==> config.mk <==
export PLATFORM = sky130hd
export DESIGN_NAME = timer_pwm_register_block
export DESIGN_NICKNAME = d
export VERILOG_FILES = /design/src/design/tpwm_pkg.sv /design/src/design/timer_pwm_register_block.sv /design/src/design/tpwm_counter.sv
export SDC_FILE = /design/constraint.sdc
export NUM_CORES = 1
export LEC_CHECK = 0
export BUFFER_PORTS_ARGS = -buffer_cell sky130_fd_sc_hd__buf_2
export CAP_MARGIN = 25
export CORE_ASPECT_RATIO = 1.4
export CORE_UTILIZATION = 35
export DETAILED_ROUTE_END_ITERATION = 8
export PLACE_DENSITY = 0.61
export SLEW_MARGIN = 20
export SYNTH_ARGS = -nofsm -noshare
export SYNTH_HDL_FRONTEND = slang
export SYNTH_SLANG_ARGS = --single-unit
export TNS_END_PERCENT = 20
==> constraint.sdc <==
create_clock -name clk -period 3.5 [get_ports clk]
set_input_delay 0 -clock clk [delete_from_list [all_inputs] [get_ports clk]]
set_output_delay 0 -clock clk [all_outputs]
set_load 0.03 [all_outputs]
==> src/design/tpwm_pkg.sv <==
// shared constants, register map and types for the timer register block
package tpwm_pkg;

    localparam int CHANNELS = 4;
    localparam int CH_IDX_W = (CHANNELS > 1) ? $clog2(CHANNELS) : 1;

    localparam logic [1:0] OP_READ  = 2'd0;
    localparam logic [1:0] OP_WRITE = 2'd1;
    localparam logic [1:0] OP_TICK  = 2'd2;

    localparam logic [11:0] OFF_VERSION = 12'h000;
    localparam logic [11:0] OFF_PARAM   = 12'h004;
    localparam logic [11:0] OFF_GLOBAL  = 12'h008;
    localparam logic [11:0] OFF_SC      = 12'h010;
    localparam logic [11:0] OFF_CNT     = 12'h014;
    localparam logic [11:0] OFF_MOD     = 12'h018;
    localparam logic [11:0] OFF_CH0     = 12'h020;

    localparam logic [31:0] VERSION_VALUE = 32'h0600_0007;
    localparam logic [31:0] MOD_DEFAULT   = 32'h0000_ffff;
    localparam logic [31:0] PARAM_VALUE   = {8'd0, 8'd32, 8'd4, 8'(CHANNELS)};

    localparam int GLOBAL_RESET_BIT = 1;
    localparam int MODE_HI = 4;
    localparam int MODE_LO = 3;
    localparam int PS_HI   = 2;

    typedef struct packed {
        logic       tick_en;
        logic       restart;
        logic [2:0] ps;
    } tpwm_cnt_ctrl_t;

endpackage

==> src/design/timer_pwm_register_block.sv <==
// timer register block: register map, bus decode and read word register
//
// one input word per cycle on operation/offset/write_data, taken when
// in_valid is high and in_stall is low. a read (operation 0) returns one
// read_data word on out_valid in the cycle after it is taken; writes and
// ticks (1, 2) return nothing, code 3 is dropped. state updates at the
// accepting edge, so the next word sees it with no gap: one word per cycle
// sustained while in_stall is low. the only storage in the path is the read
// word register; in_stall follows out_stall only while a read word
// waits in it. a tick while counting (mode bits nonzero, clock_present
// high) advances the prescaler and, when it rolls over, the counter, which
// wraps to 0 past the modulo; count logic is one 32-bit add and compare.
// clock_present is written on cfg_valid/cfg_data (cfg_ready is always high);
// the user must write it only while no word is in flight (not enforced).
// reset (rst_n low, async) restores all register defaults, sets
// clock_present and empties the read word register.
module timer_pwm_register_block
    import tpwm_pkg::*;
(
    input  logic        clk,
    input  logic        rst_n,
    input  logic        in_valid,
    output logic        in_stall,
    input  logic [1:0]  operation,
    input  logic [11:0] offset,
    input  logic [31:0] write_data,
    output logic        out_valid,
    input  logic        out_stall,
    output logic [31:0] read_data,
    input  logic        cfg_valid,
    output logic        cfg_ready,
    input  logic        cfg_data
);

    logic        clock_present_reg;
    logic [31:0] sc_reg, sc_next;
    logic [31:0] modulo_reg, modulo_next;
    logic [31:0] ch_ctrl_reg [CHANNELS];
    logic [31:0] ch_ctrl_next [CHANNELS];
    logic [31:0] ch_cmp_reg [CHANNELS];
    logic [31:0] ch_cmp_next [CHANNELS];
    logic        out_valid_reg, out_valid_next;
    logic [31:0] read_data_reg, read_data_next;

    logic                in_accept;
    logic                is_read;
    logic                is_write;
    logic                counting;
    logic [11:0]         ch_rel;
    logic                ch_hit;
    logic [CH_IDX_W-1:0] ch_idx;
    logic                global_reset;
    logic [31:0]         count;
    tpwm_cnt_ctrl_t      cnt_ctrl;

    assign in_stall  = out_valid_reg && out_stall;
    assign in_accept = in_valid && !in_stall;
    assign is_read   = in_accept && (operation == OP_READ);
    assign is_write  = in_accept && (operation == OP_WRITE);
    assign counting  = (sc_reg[MODE_HI:MODE_LO] != 2'd0) && clock_present_reg;
    assign cfg_ready = 1'b1;

    // channel window: low two offset bits ignored
    assign ch_rel = offset - OFF_CH0;
    assign ch_hit = (offset >= OFF_CH0) && (ch_rel[11:3] < 9'(CHANNELS));
    assign ch_idx = ch_rel[3 +: CH_IDX_W];

    assign global_reset = is_write && (offset == OFF_GLOBAL)
                          && write_data[GLOBAL_RESET_BIT];

    always_comb
    begin
        cnt_ctrl.ps      = sc_reg[PS_HI:0];
        cnt_ctrl.tick_en = in_accept && (operation == OP_TICK) && counting;
        cnt_ctrl.restart = global_reset
                           || (is_write && (offset == OFF_CNT))
                           || (is_write && (offset == OFF_SC)
                               && (write_data[MODE_HI:MODE_LO] != 2'd0)
                               && (sc_reg[MODE_HI:MODE_LO] == 2'd0));
    end

    tpwm_counter u_counter (
        .clk    (clk),
        .rst_n  (rst_n),
        .ctrl   (cnt_ctrl),
        .modulo (modulo_reg),
        .count  (count)
    );

    // register writes
    always_comb
    begin
        sc_next     = sc_reg;
        modulo_next = modulo_reg;
        for (int i = 0; i < CHANNELS; i++)
        begin
            ch_ctrl_next[i] = ch_ctrl_reg[i];
            ch_cmp_next[i]  = ch_cmp_reg[i];
        end
        if (global_reset)
        begin
            sc_next     = '0;
            modulo_next = MOD_DEFAULT;
            for (int i = 0; i < CHANNELS; i++)
            begin
                ch_ctrl_next[i] = '0;
                ch_cmp_next[i]  = '0;
            end
        end
        else if (is_write)
        begin
            if (offset == OFF_SC)
            begin
                sc_next = write_data;
            end
            else if (offset == OFF_MOD)
            begin
                modulo_next = write_data;
            end
            else if (ch_hit)
            begin
                for (int i = 0; i < CHANNELS; i++)
                begin
                    if (ch_idx == CH_IDX_W'(i))
                    begin
                        if (ch_rel[2])
                            ch_cmp_next[i] = write_data;
                        else
                            ch_ctrl_next[i] = write_data;
                    end
                end
            end
        end
    end

    // read decode
    always_comb
    begin
        read_data_next = read_data_reg;
        out_valid_next = out_valid_reg;
        if (is_read)
        begin
            out_valid_next = 1'b1;
            unique case (offset)
                OFF_VERSION: read_data_next = VERSION_VALUE;
                OFF_PARAM:   read_data_next = PARAM_VALUE;
                OFF_SC:      read_data_next = sc_reg;
                OFF_CNT:     read_data_next = counting ? count : 32'd0;
                OFF_MOD:     read_data_next = modulo_reg;
                default:
                begin
                    if (ch_hit)
                        read_data_next = ch_rel[2] ? ch_cmp_reg[ch_idx]
                                                   : ch_ctrl_reg[ch_idx];
                    else
                        read_data_next = 32'd0;
                end
            endcase
        end
        else if (out_valid_reg && !out_stall)
        begin
            out_valid_next = 1'b0;
        end
    end

    always_ff @(posedge clk or negedge rst_n)
    begin
        if (!rst_n)
        begin
            clock_present_reg <= 1'b1;
            sc_reg            <= '0;
            modulo_reg        <= MOD_DEFAULT;
            out_valid_reg     <= 1'b0;
            for (int i = 0; i < CHANNELS; i++)
            begin
                ch_ctrl_reg[i] <= '0;
                ch_cmp_reg[i]  <= '0;
            end
        end
        else
        begin
            if (cfg_valid && cfg_ready)
                clock_present_reg <= cfg_data;
            sc_reg        <= sc_next;
            modulo_reg    <= modulo_next;
            out_valid_reg <= out_valid_next;
            for (int i = 0; i < CHANNELS; i++)
            begin
                ch_ctrl_reg[i] <= ch_ctrl_next[i];
                ch_cmp_reg[i]  <= ch_cmp_next[i];
            end
        end
    end

    always_ff @(posedge clk)
    begin
        read_data_reg <= read_data_next;
    end

    assign out_valid = out_valid_reg;
    assign read_data = read_data_reg;

    a_read_gives_word: assert property (@(posedge clk) disable iff (!rst_n)
        is_read |=> out_valid_reg)
        else $error("accepted read produced no word");

    a_no_spurious_word: assert property (@(posedge clk) disable iff (!rst_n)
        (!is_read && (!out_valid_reg || !out_stall)) |=> !out_valid_reg)
        else $error("read word appeared without a read");

    a_global_defaults: assert property (@(posedge clk) disable iff (!rst_n)
        global_reset |=> (modulo_reg == MOD_DEFAULT) && (sc_reg == 32'd0))
        else $error("global reset write did not restore defaults");

endmodule

==> src/design/tpwm_counter.sv <==
// prescaler and modulo counter
module tpwm_counter
    import tpwm_pkg::*;
(
    input  logic           clk,
    input  logic           rst_n,
    input  tpwm_cnt_ctrl_t ctrl,
    input  logic [31:0]    modulo,
    output logic [31:0]    count
);

    logic [6:0]  prescale_reg;
    logic [6:0]  prescale_next;
    logic [31:0] count_reg;
    logic [31:0] count_next;
    logic [7:0]  divide;
    logic [7:0]  prescale_inc;

    always_comb
    begin
        divide        = 8'd1 << ctrl.ps;
        prescale_inc  = {1'b0, prescale_reg} + 8'd1;
        prescale_next = prescale_reg;
        count_next    = count_reg;
        if (ctrl.restart)
        begin
            prescale_next = '0;
            count_next    = '0;
        end
        else if (ctrl.tick_en)
        begin
            if (prescale_inc >= divide)
            begin
                prescale_next = '0;
                // a count above a lowered modulo wraps here too
                count_next = (count_reg >= modulo) ? 32'd0 : count_reg + 32'd1;
            end
            else
            begin
                prescale_next = prescale_inc[6:0];
            end
        end
    end

    always_ff @(posedge clk or negedge rst_n)
    begin
        if (!rst_n)
        begin
            prescale_reg <= '0;
            count_reg    <= '0;
        end
        else
        begin
            prescale_reg <= prescale_next;
            count_reg    <= count_next;
        end
    end

    assign count = count_reg;

    a_restart_clears: assert property (@(posedge clk) disable iff (!rst_n)
        ctrl.restart |=> (count_reg == 32'd0) && (prescale_reg == 7'd0))
        else $error("counter not cleared after restart");

    a_hold_when_idle: assert property (@(posedge clk) disable iff (!rst_n)
        !(ctrl.tick_en || ctrl.restart) |=> $stable(count_reg) && $stable(prescale_reg))
        else $error("counter moved without tick or restart");

endmodule
* Word-level counts from Yosys, hierarchy flattened
Cells that the tools add are included.
Storage, ports and cells: bits in registers 393, output and inout port bits 35, logic and storage cells 132, input bits 52
Operators by class: shift operators 1, eq/ne operators 13, magnitude comparators 5, reductions and logical operators 48, mux-type cells 46, bitwise logic cells 1, add/sub/neg operators 3
Operator list (count):
- 128-bit 2-to-1 mux | 10
- 32-bit 2-to-1 mux | 28
- 32-bit one-hot mux with 5 select lines | 1
- 32-bit binary-select mux with 2-bit select | 2
- 6-bit AND reduction | 8
- 12-bit by 5-bit == test with 1-bit output, second input constant | 3
- 32-bit by 1-bit adder with 32-bit output, second input constant | 1
- 32-bit greater-or-equal comparator | 1
- 2-bit nonzero test | 14
- 7-bit 2-to-1 mux | 3
- 1-bit logical AND | 15
- 12-bit by 3-bit == test with 1-bit output, second input constant | 1
- 12-bit by 4-bit == test with 1-bit output, second input constant | 1
- 12-bit by 6-bit greater-or-equal comparator with 1-bit output, second input constant | 1
- 12-bit zero test | 1
- 12-bit by 6-bit subtractor with 12-bit output, second input constant | 1
- 9-bit by 3-bit less-than comparator with 1-bit output, second input constant | 1
- 7-bit by 1-bit adder with 8-bit output, second input constant | 1
- 8-bit greater-or-equal comparator | 1
- 1-bit by 3-bit << shifter with 8-bit output, first input constant | 1
- 2-bit == test, second input constant | 3
- 2-bit zero test | 3
- 2-bit by 1-bit == test with 1-bit output, second input constant | 2
- 2-bit inequality test, second input constant | 2
- other kinds (8) | 12

* Logic depth before layout (Yosys ltp)
Gate-level depths: netlist of the first run.
word-level depth 10, depth in mapped cells 13

* Hierarchy
From an unflattened synthesis of the first run, not the netlist that was laid out.
Second synthesis, totals: cell total of the unflattened synthesis 1752, area total of the unflattened synthesis 19950.4 µm²
Modules (own cells, without submodules):
- timer_pwm_register_block | area each 16590.9 µm², cells each 1363, times used 1, sequential area each 9039.9 µm²
- tpwm_counter | area each 3359.5 µm², cells each 389, times used 1, sequential area each 975.9 µm²

* Least setup slack after synthesis of the first run
OpenSTA, ideal clock, no wires.
path kind register -> register, from reg out_valid_reg (netlist: out_valid), to reg read_data_reg[0] (netlist: read_data[0]) (enable), required time 3.037 ns, clock period less this slack 3.447 ns, library setup time 0.463 ns, stages on the path, launching flop included 3, path buffers 0, data arrival time 2.984 ns, path slack 0.053 ns, path through dfrtp_1 a21bo_2 nor3_1
Between the ends: word-level cells in the longest chain between the ends 4
Ends and longest elaborated chain:
- from (decl) | RTL line timer_pwm_register_block.sv:42 | logic out_valid_reg, out_valid_next;
- from (signal assigned) | RTL line timer_pwm_register_block.sv:186 | out_valid_reg <= out_valid_next;
- 1-bit logical AND | RTL line timer_pwm_register_block.sv:56 | assign in_stall = out_valid_reg && out_stall;
- 1-bit zero test | RTL line timer_pwm_register_block.sv:57 | assign in_accept = in_valid && !in_stall;
- 1-bit logical AND | RTL line timer_pwm_register_block.sv:57
- 1-bit logical AND | RTL line timer_pwm_register_block.sv:58 | assign is_read = in_accept && (operation == OP_READ);
- named net is_read | RTL line timer_pwm_register_block.sv:46 | logic is_read;
- to (signal assigned) | RTL line timer_pwm_register_block.sv:197 | read_data_reg <= read_data_next;
- to (decl) | RTL line timer_pwm_register_block.sv:43 | logic [31:0] read_data_reg, read_data_next;
The timed path passes the listed nets, and every way through them passes these cells. A chain may end at the register's enable or synchronous reset.

* Worst setup path after layout of the first run
from reg u_counter.prescale_reg[0], to reg u_counter.count_reg[25] (netlist: u_counter.count[25])
Between the ends: word-level cells in the longest chain between the ends 4
Ends and longest elaborated chain:
- from (decl) | RTL line tpwm_counter.sv:12 | logic [6:0] prescale_reg;
- from (signal assigned) | RTL line tpwm_counter.sv:54 | prescale_reg <= prescale_next;
- 7-bit by 1-bit adder with 8-bit output | RTL line tpwm_counter.sv:22 | prescale_inc = {1'b0, prescale_reg} + 8'd1;
- 8-bit greater-or-equal comparator | RTL line tpwm_counter.sv:32 | if (prescale_inc >= divide)
- 2-bit nonzero test (no source line)
- 2-bit AND reduction (no source line)
- to (signal assigned) | RTL line tpwm_counter.sv:55 | count_reg <= count_next;
- to (decl) | RTL line tpwm_counter.sv:14 | logic [31:0] count_reg;
No other way between the ends.

==> impl_metrics.env, run 1 <==
export IMPL_vias=14300
export IMPL_io_pins=87
export IMPL_clk_path_buf_depth=3
export IMPL_gr_total_overflow=0
export IMPL_cts_buffers_inserted=37
export IMPL_drc=0
export IMPL_die_area_mm2=0.0551
export IMPL_critPathCapture="u_counter.count[25]"
export IMPL_setup_ws_ns=0.486
export IMPL_finalPower_w=0.00933
export IMPL_area_growth_syn_to_layout_pct=15.1
export IMPL_fmax_mhz=332
export IMPL_grt_setup_unrepaired="false"
export IMPL_min_path_type="in -> reg"
export IMPL_grt_pass1_wl_mm=84.1
export IMPL_crit_path_end_kind="register"
export IMPL_setup_viol=0
export IMPL_startpoint="u_counter.prescale_reg[0]"
export IMPL_required_ns=3.94
export IMPL_wl_mm=52.5
export IMPL_p_leak_nw=9.51
export IMPL_period_needed_ns=3.01
export IMPL_synth_top_area_share_pct=45.4
export IMPL_ys_top_cells_by_area="dfrtp_1 (45%), nand2_1 (8.4%), mux4_2 (7.6%)"
export IMPL_r2r_slack_ns=0.49
export IMPL_fin_worst_skew_ns=0.0122
export IMPL_cts_tree="yes"
export IMPL_cts_root_buf="clkbuf_16"
export IMPL_routabilityCongestion=0.861
export IMPL_peakVddDrop_mv=0.282
export IMPL_synth_distinct_cells=70
export IMPL_grt_pass1_vias=14600
export IMPL_placed_area_mm2=0.0202
export IMPL_drt_iter0_markers=916
export IMPL_tightest_slew_ns=1.01
export IMPL_synth_area_leader_cell="dfrtp_1"
export IMPL_dp_final_hpwl_mm=35.3
export IMPL_avgSynthCellArea_um2=10.5
export IMPL_start_kind="register"
export IMPL_critPathKind="reg -> reg"
export IMPL_core_area_mm2=0.0533
export IMPL_seq_area_frac_synth_pct=52.9
export IMPL_drt_pre_antenna_iters=5
export IMPL_nFillCells=5145
export IMPL_grt_use_total_pct=19.6
export IMPL_status="finished clean"
export IMPL_p_per_area_mw_per_mm2=428
export IMPL_ys_seq_elements=393
export IMPL_report_final_slew_viol_count=0
export IMPL_ant_nets=0
export IMPL_antenna_found_initial=0
export IMPL_setup_tns_ns=0
export IMPL_cts_resized=0
export IMPL_nets=1995
export IMPL_cts_sinks=393
export IMPL_fin_crit_sh_pct=86.1
export IMPL_die_height_um=277
export IMPL_hold_violations=0
export IMPL_avgViaCountPerCell=5.43
export IMPL_num_rows=100
export IMPL_routedWlPerCell_um=19.9
export IMPL_crit_fanout=27
export IMPL_drv_cap=0
export IMPL_syn_cell_area_mm2=0.0189
export IMPL_reg2reg_to="u_counter.count[25]"
export IMPL_netlist_instances=1807
export IMPL_h_tree_depth=2
export IMPL_cts_reportedPaths_clkPinSlew_ns=0.07
export IMPL_insertion_delay_ns=0.54
export IMPL_ys_warn_count=0
export IMPL_synth_edf_count=32
export IMPL_timing_rr_start="u_counter.prescale_reg[0]"
export IMPL_arrival_ns=3.46
export IMPL_syn_nets=1902
export IMPL_synth_ff_type="dfrtp_1"
export IMPL_max_slew_margin_rel_pct=32.7
export IMPL_post_route_util_pct=40.9
export IMPL_port_buffers=85
export IMPL_place_ws_ns=0.551
export IMPL_die_x_um=199
export IMPL_grt_max_degree=114
export IMPL_start_util_pct=35.5
export IMPL_synthArstFlopShare_pct=91.9
export IMPL_fin_area_mm2=0.0218
export IMPL_cts_setup_buffers=0
export IMPL_final_layout_size_suffix_gt1_share_pct=17.4
export IMPL_r2r_cells=13
-- how the worst min path moves through the flow --
stage / end / cells after the start / slack (ns) / start
after floorplan: ch_cmp_reg[0] / 0 / -0.30 / rst_n
after global placement: ch_cmp_reg[28] / 1 / 0.04 / rst_n
after detailed placement: ch_cmp_reg[60] / 1 / 0.05 / rst_n
after CTS: read_data[13] / 3 / 0.008 / operation[0]
after global routing: read_data[13] / 3 / 0.02 / operation[0]
final: read_data[12] / 3 / 0.03 / operation[0]
-- layout by cell type (no fill, tap or decap), types with 19 or more instances in the layout --
cell,instances
a21oi_1,56
a22oi_1,24
buf_2,82
buf_4,43
clkbuf_16,39
dfrtp_1,344
dlygate4sd3_1,37
edfxtp_1,32
ha_1,43
inv_1,53
mux2i_1,34
mux4_2,64
nand2_1,422
nand3_1,37
nor2_1,44
o211ai_1,19
o21ai_0,202
o21ai_1,92
o21ai_2,27
-- report_power, final --
part	leakage, nW	switching (W)	internal [W]
logic	3.61	0.000304	0.000130
registers	5.26	0.0000134	0.00462
clock network	0.638	0.00178	0.00249
total	9.51	0.00209	0.00724
-- logic make-up (layout without fill, tap and decap cells) --
family / Yosys count / in the layout / synth area share, %
compound gates: 492 / 492 / 16.0
xor+xnor: 6 / 6 / 0.277
fa+ha+maj: 43 / 43 / 2.84
buf+inv: 172 / 292 / 4.63
flops: 393 / 393 / 52.9
mux: 99 / 99 / 9.46
other cells: 1 / 2 / 0.0198
simple gates: 601 / 601 / 13.9
-- metal layers --
layer / global-route usage (%) / up-vias / routed length (um)
li1: - / 6630 / -
met5: 0 / - / 0
met3: 1.95 / 107 / 2160
met1: 25.6 / 7216 / 22300
met4: 7.28 / 0 / 1920
met2: 33.3 / 394 / 26200
-- stage by stage --
step                instances  hold slack (ns)
global placement         2536           0.0435
finish                   2642           0.0276
detailed placement       2538           0.0523
CTS                      2641          0.00835
global route             2641           0.0210
floorplan                1807           -0.296
-- repair_timing --
action | CTS | global route
hold endpoints to repair | 322 | 0
endpoints found under the setup margin | 0 | 0
hold buffers | 37 | 0
-- synthesized netlist by cell type (17+ instances only) --
cell      instances
edfxtp_1         32
buf_2            54
mux4_2           64
buf_6            18
clkbuf_1         36
dfrtp_1         344
mux2i_1          34
dfstp_2          17
a21oi_1          56
a22oi_1          24
nor2_1           46
o211ai_1         19
nand3_1          37
nand2_1         422
inv_1            53
o21ai_0         202
o21ai_1          92
o21ai_2          27
ha_1             43
-- worst max-delay path: stages, from the launching register on --
cell and delay, ns:
dfrtp_1 0.42, ha_1 0.26, nand3_1 0.18, nor2_1 0.16, xor2_1 0.24, ha_1 0.21, a22oi_1 0.09, nand3_1 0.09
a41oi_1 0.06, nor3b_2 0.36, nand4_2 0.13, buf_4 0.25, nand2b_1 0.24, o31ai_1 0.22
-- area by class of cell --
cell class	count	area (um2)	area share [%]
diodes	1	2.50	0.0115
inverters	53	199	0.912
clock inverters	7	96.3	0.442
well taps	714	893	4.10
multi-input cells	1242	8090	37.1
repair buffers	173	1320	6.06
flip-flops and latches	393	10000	45.9
clock buffers	59	1190	5.46
Note: power is estimated with default switching activity, not from simulation.
==> run 2, diff against run 1 <==
ABC_AREA = 1   (was default)
==> run 2 against run 1 <==
  * The run now ends with hold timing left
  * Highest routed layer unchanged
  * Largest power group unchanged
  * Synthesized cell count up 30%
  * Clock skew grew 0.0024 ns
  * Cell count is 20% higher
  * Non-clock buffer count down 7
==> impl_metrics.env, run 2 <==
export IMPL_cts_setup_buffers=0
export IMPL_layout_commonest_cell="nand2_1"
export IMPL_routabilityCongestion=0.936
export IMPL_synth_ff_type="dfrtp_1"
export IMPL_ys_top_cells_by_area="dfrtp_1 (44%), nand2_1 (12%), o21ai_0 (5.9%)"
export IMPL_use_met1_pct=27.9
export IMPL_insertion_delay_ns=0.55
export IMPL_setup_tns_ns=0
export IMPL_core_area_mm2=0.0553
export IMPL_synth_most_common_cell="nand2_1"
export IMPL_report_final_slew_viol_count=0
export IMPL_path_common_cell="nand2_1"
export IMPL_avgSynthCellArea_um2=8.36
export IMPL_nets=2506
export IMPL_grt_use_met2_pct=39.5
export IMPL_synth_distinct_cells=48
export IMPL_cp_slowest_cell="dfrtp_1"
export IMPL_syn_nets=2437
export IMPL_syn_cell_area_mm2=0.0196
export IMPL_h_tree_depth=2
export IMPL_die_height_um=282
export IMPL_cts_sinks=393
export IMPL_arrival_ns=3.28
export IMPL_start_util_pct=35.4
export IMPL_grt_setup_unrepaired="false"
export IMPL_cts_tree="yes"
export IMPL_placed_area_mm2=0.0207
export IMPL_synth_edf_count=32
export IMPL_synth_area_leader_cell="dfrtp_1"
export IMPL_ant_nets=0
export IMPL_reg2reg_to="u_counter.count[6]"
export IMPL_top_usage_layer="met2"
export IMPL_die_area_mm2=0.0569
export IMPL_start_kind="register"
export IMPL_seq_area_frac_synth_pct=51.1
export IMPL_yosys_top_cells_count="nand2_1 (633), dfrtp_1 (344), o21ai_0 (231)"
export IMPL_hold_violations=2
export IMPL_crit_fanout=32
export IMPL_grt_pass1_vias=17500
export IMPL_r2r_slack_ns=0.70
export IMPL_layout_common_cells="nand2_1 (630), dfrtp_1 (344), o21ai_0 (231)"
export IMPL_peakVddDrop_mv=0.272
export IMPL_timing_rr_start="u_counter.prescale_reg[0]"
export IMPL_whs_ns=-0.000617
export IMPL_fmax_mhz=357
export IMPL_antenna_found_initial=1
export IMPL_area_growth_syn_to_layout_pct=14.2
export IMPL_p_per_area_mw_per_mm2=438
export IMPL_r2r_cells=14
export IMPL_status="finished with violations"
export IMPL_failed_checks="hold timing"
export IMPL_critPathKind="reg -> reg"
export IMPL_wl_mm=64.2
export IMPL_fin_crit_sh_pct=80.0
export IMPL_fin_worst_skew_ns=0.0146
export IMPL_fin_area_mm2=0.0224
export IMPL_grt_pass1_wl_mm=101
export IMPL_ys_warn_count=0
export IMPL_crit_path_end_kind="register"
export IMPL_final_layout_size_suffix_gt1_share_pct=10.7
export IMPL_cts_root_buf="clkbuf_16"
export IMPL_drt_pre_antenna_iters=5
export IMPL_drt_iter0_markers=1438
export IMPL_gr_usage_met3_pct=2.22
export IMPL_required_ns=3.98
export IMPL_tightest_slew_ns=0.870
export IMPL_post_route_util_pct=40.5
export IMPL_grt_use_total_pct=22.7
export IMPL_ys_seq_elements=393
export IMPL_max_stage_delay_ns=0.43
export IMPL_routedWlPerCell_um=20.3
export IMPL_dp_final_hpwl_mm=43.0
export IMPL_setup_viol=0
export IMPL_min_path_type="in -> async"
export IMPL_synth_top_area_share_pct=43.9
export IMPL_io_pins=87
export IMPL_worstPathCellList="ha_1 -> nand2_1 -> inv_1 -> nand4_1 -> xor2_1 -> inv_1 -> ha_1 -> nand2_1 -> nor4_1 -> nor2_2 -> o21ai_2 -> buf_4 -> nand3_1 -> nand2_1"
export IMPL_netlist_instances=2342
export IMPL_die_x_um=202
export IMPL_avgViaCountPerCell=5.53
export IMPL_cts_reportedPaths_clkPinSlew_ns=0.07
export IMPL_vias=17500
export IMPL_drc=0
export IMPL_p_leak_nw=11.1
export IMPL_period_needed_ns=2.80
export IMPL_num_rows=102
export IMPL_port_buffers=85
export IMPL_gr_total_overflow=0
export IMPL_grt_max_degree=89
export IMPL_max_slew_margin_rel_pct=41.6
export IMPL_cts_buffers_inserted=39
export IMPL_drv_cap=0
export IMPL_clk_path_buf_depth=3
export IMPL_synthArstFlopShare_pct=91.9
run 2: per-stage QoR:
stage	cells	hold slack, ns	power (W)	setup WS [ns]
floorplan	2342	-0.296	0.00510	0.0911
global placement	3066	0.0384	0.00541	0.788
detailed placement	3066	0.0510	0.00542	0.738
CTS	3169	0.00112	0.00988	0.731
global route	3170	0.0259	0.0101	0.503
finish	3170	-0.000617	0.00980	0.701
run 2: how the worst max path moves through the flow:
stage / start / to / slack (ns) / cells after the start
floorplan: out_valid / read_data[0] / 0.09 / 3
global placement: u_counter.prescale_reg[0] / u_counter.count[8] / 0.79 / 12
detailed placement: u_counter.prescale_reg[0] / u_counter.count[12] / 0.74 / 12
CTS: u_counter.prescale_reg[0] / u_counter.count[6] / 0.73 / 12
global route: u_counter.prescale_reg[0] / u_counter.count[9] / 0.50 / 14
finish: u_counter.prescale_reg[0] / u_counter.count[6] / 0.70 / 14
run 2: cell families (layout without fill, tap and decap cells):
kind of cell / count (synthesis) / in the layout / share of synthesized area [%]
simple gates: 948 / 948 / 20.2
other cells: 1 / 2 / 0.0191
buf+inv: 317 / 416 / 6.96
compound gates: 611 / 611 / 17.6
xor+xnor: 28 / 28 / 1.25
flops: 393 / 393 / 51.1
fa+ha+maj: 43 / 43 / 2.75
mux: 1 / 1 / 0.0575
run 2: worst max-delay path: cells and delay by family, from the launching register on:
| family | cells | cell delay [ns] |
|---|---|---|
| AOI/OAI and AO/OA | 1 | 0.15 |
| and+or+nand+nor | 7 | 0.94 |
| adders and majority gates | 2 | 0.50 |
| buffers and inverters | 3 | 0.52 |
| DFF | 1 | 0.43 |
| xor gates and xnor gates | 1 | 0.15 |
run 2: power by group:
part           leakage [nW]  switching [W]  internal, W
combinational          5.53       0.000492     0.000198
sequential             4.94      0.0000336      0.00464
clock                 0.663        0.00186      0.00257
run 2: cell type report:
cell class                 count  area (um2)
fill                        5475       32900
inverter                     179         672
sequential                   393       10000
clock buffer                  57        1180
clock inverter                14         166
antenna                        1        2.50
multi-input combinational   1632        8230
tap                          728         911
timing repair buffer         166        1190
run 2: metal layers:
layer  part of all wire (%)  wire [um]
met2                     49      31600
met3                    5.2       3330
met5                      0          0
met1                     40      26000
met4                    5.2       3360
run 2: repair_timing:
action / in CTS / in global routing
hold buffers: 32 / 0
gates resized for setup: 0 / 0
hold endpoints to repair: 246 / 0
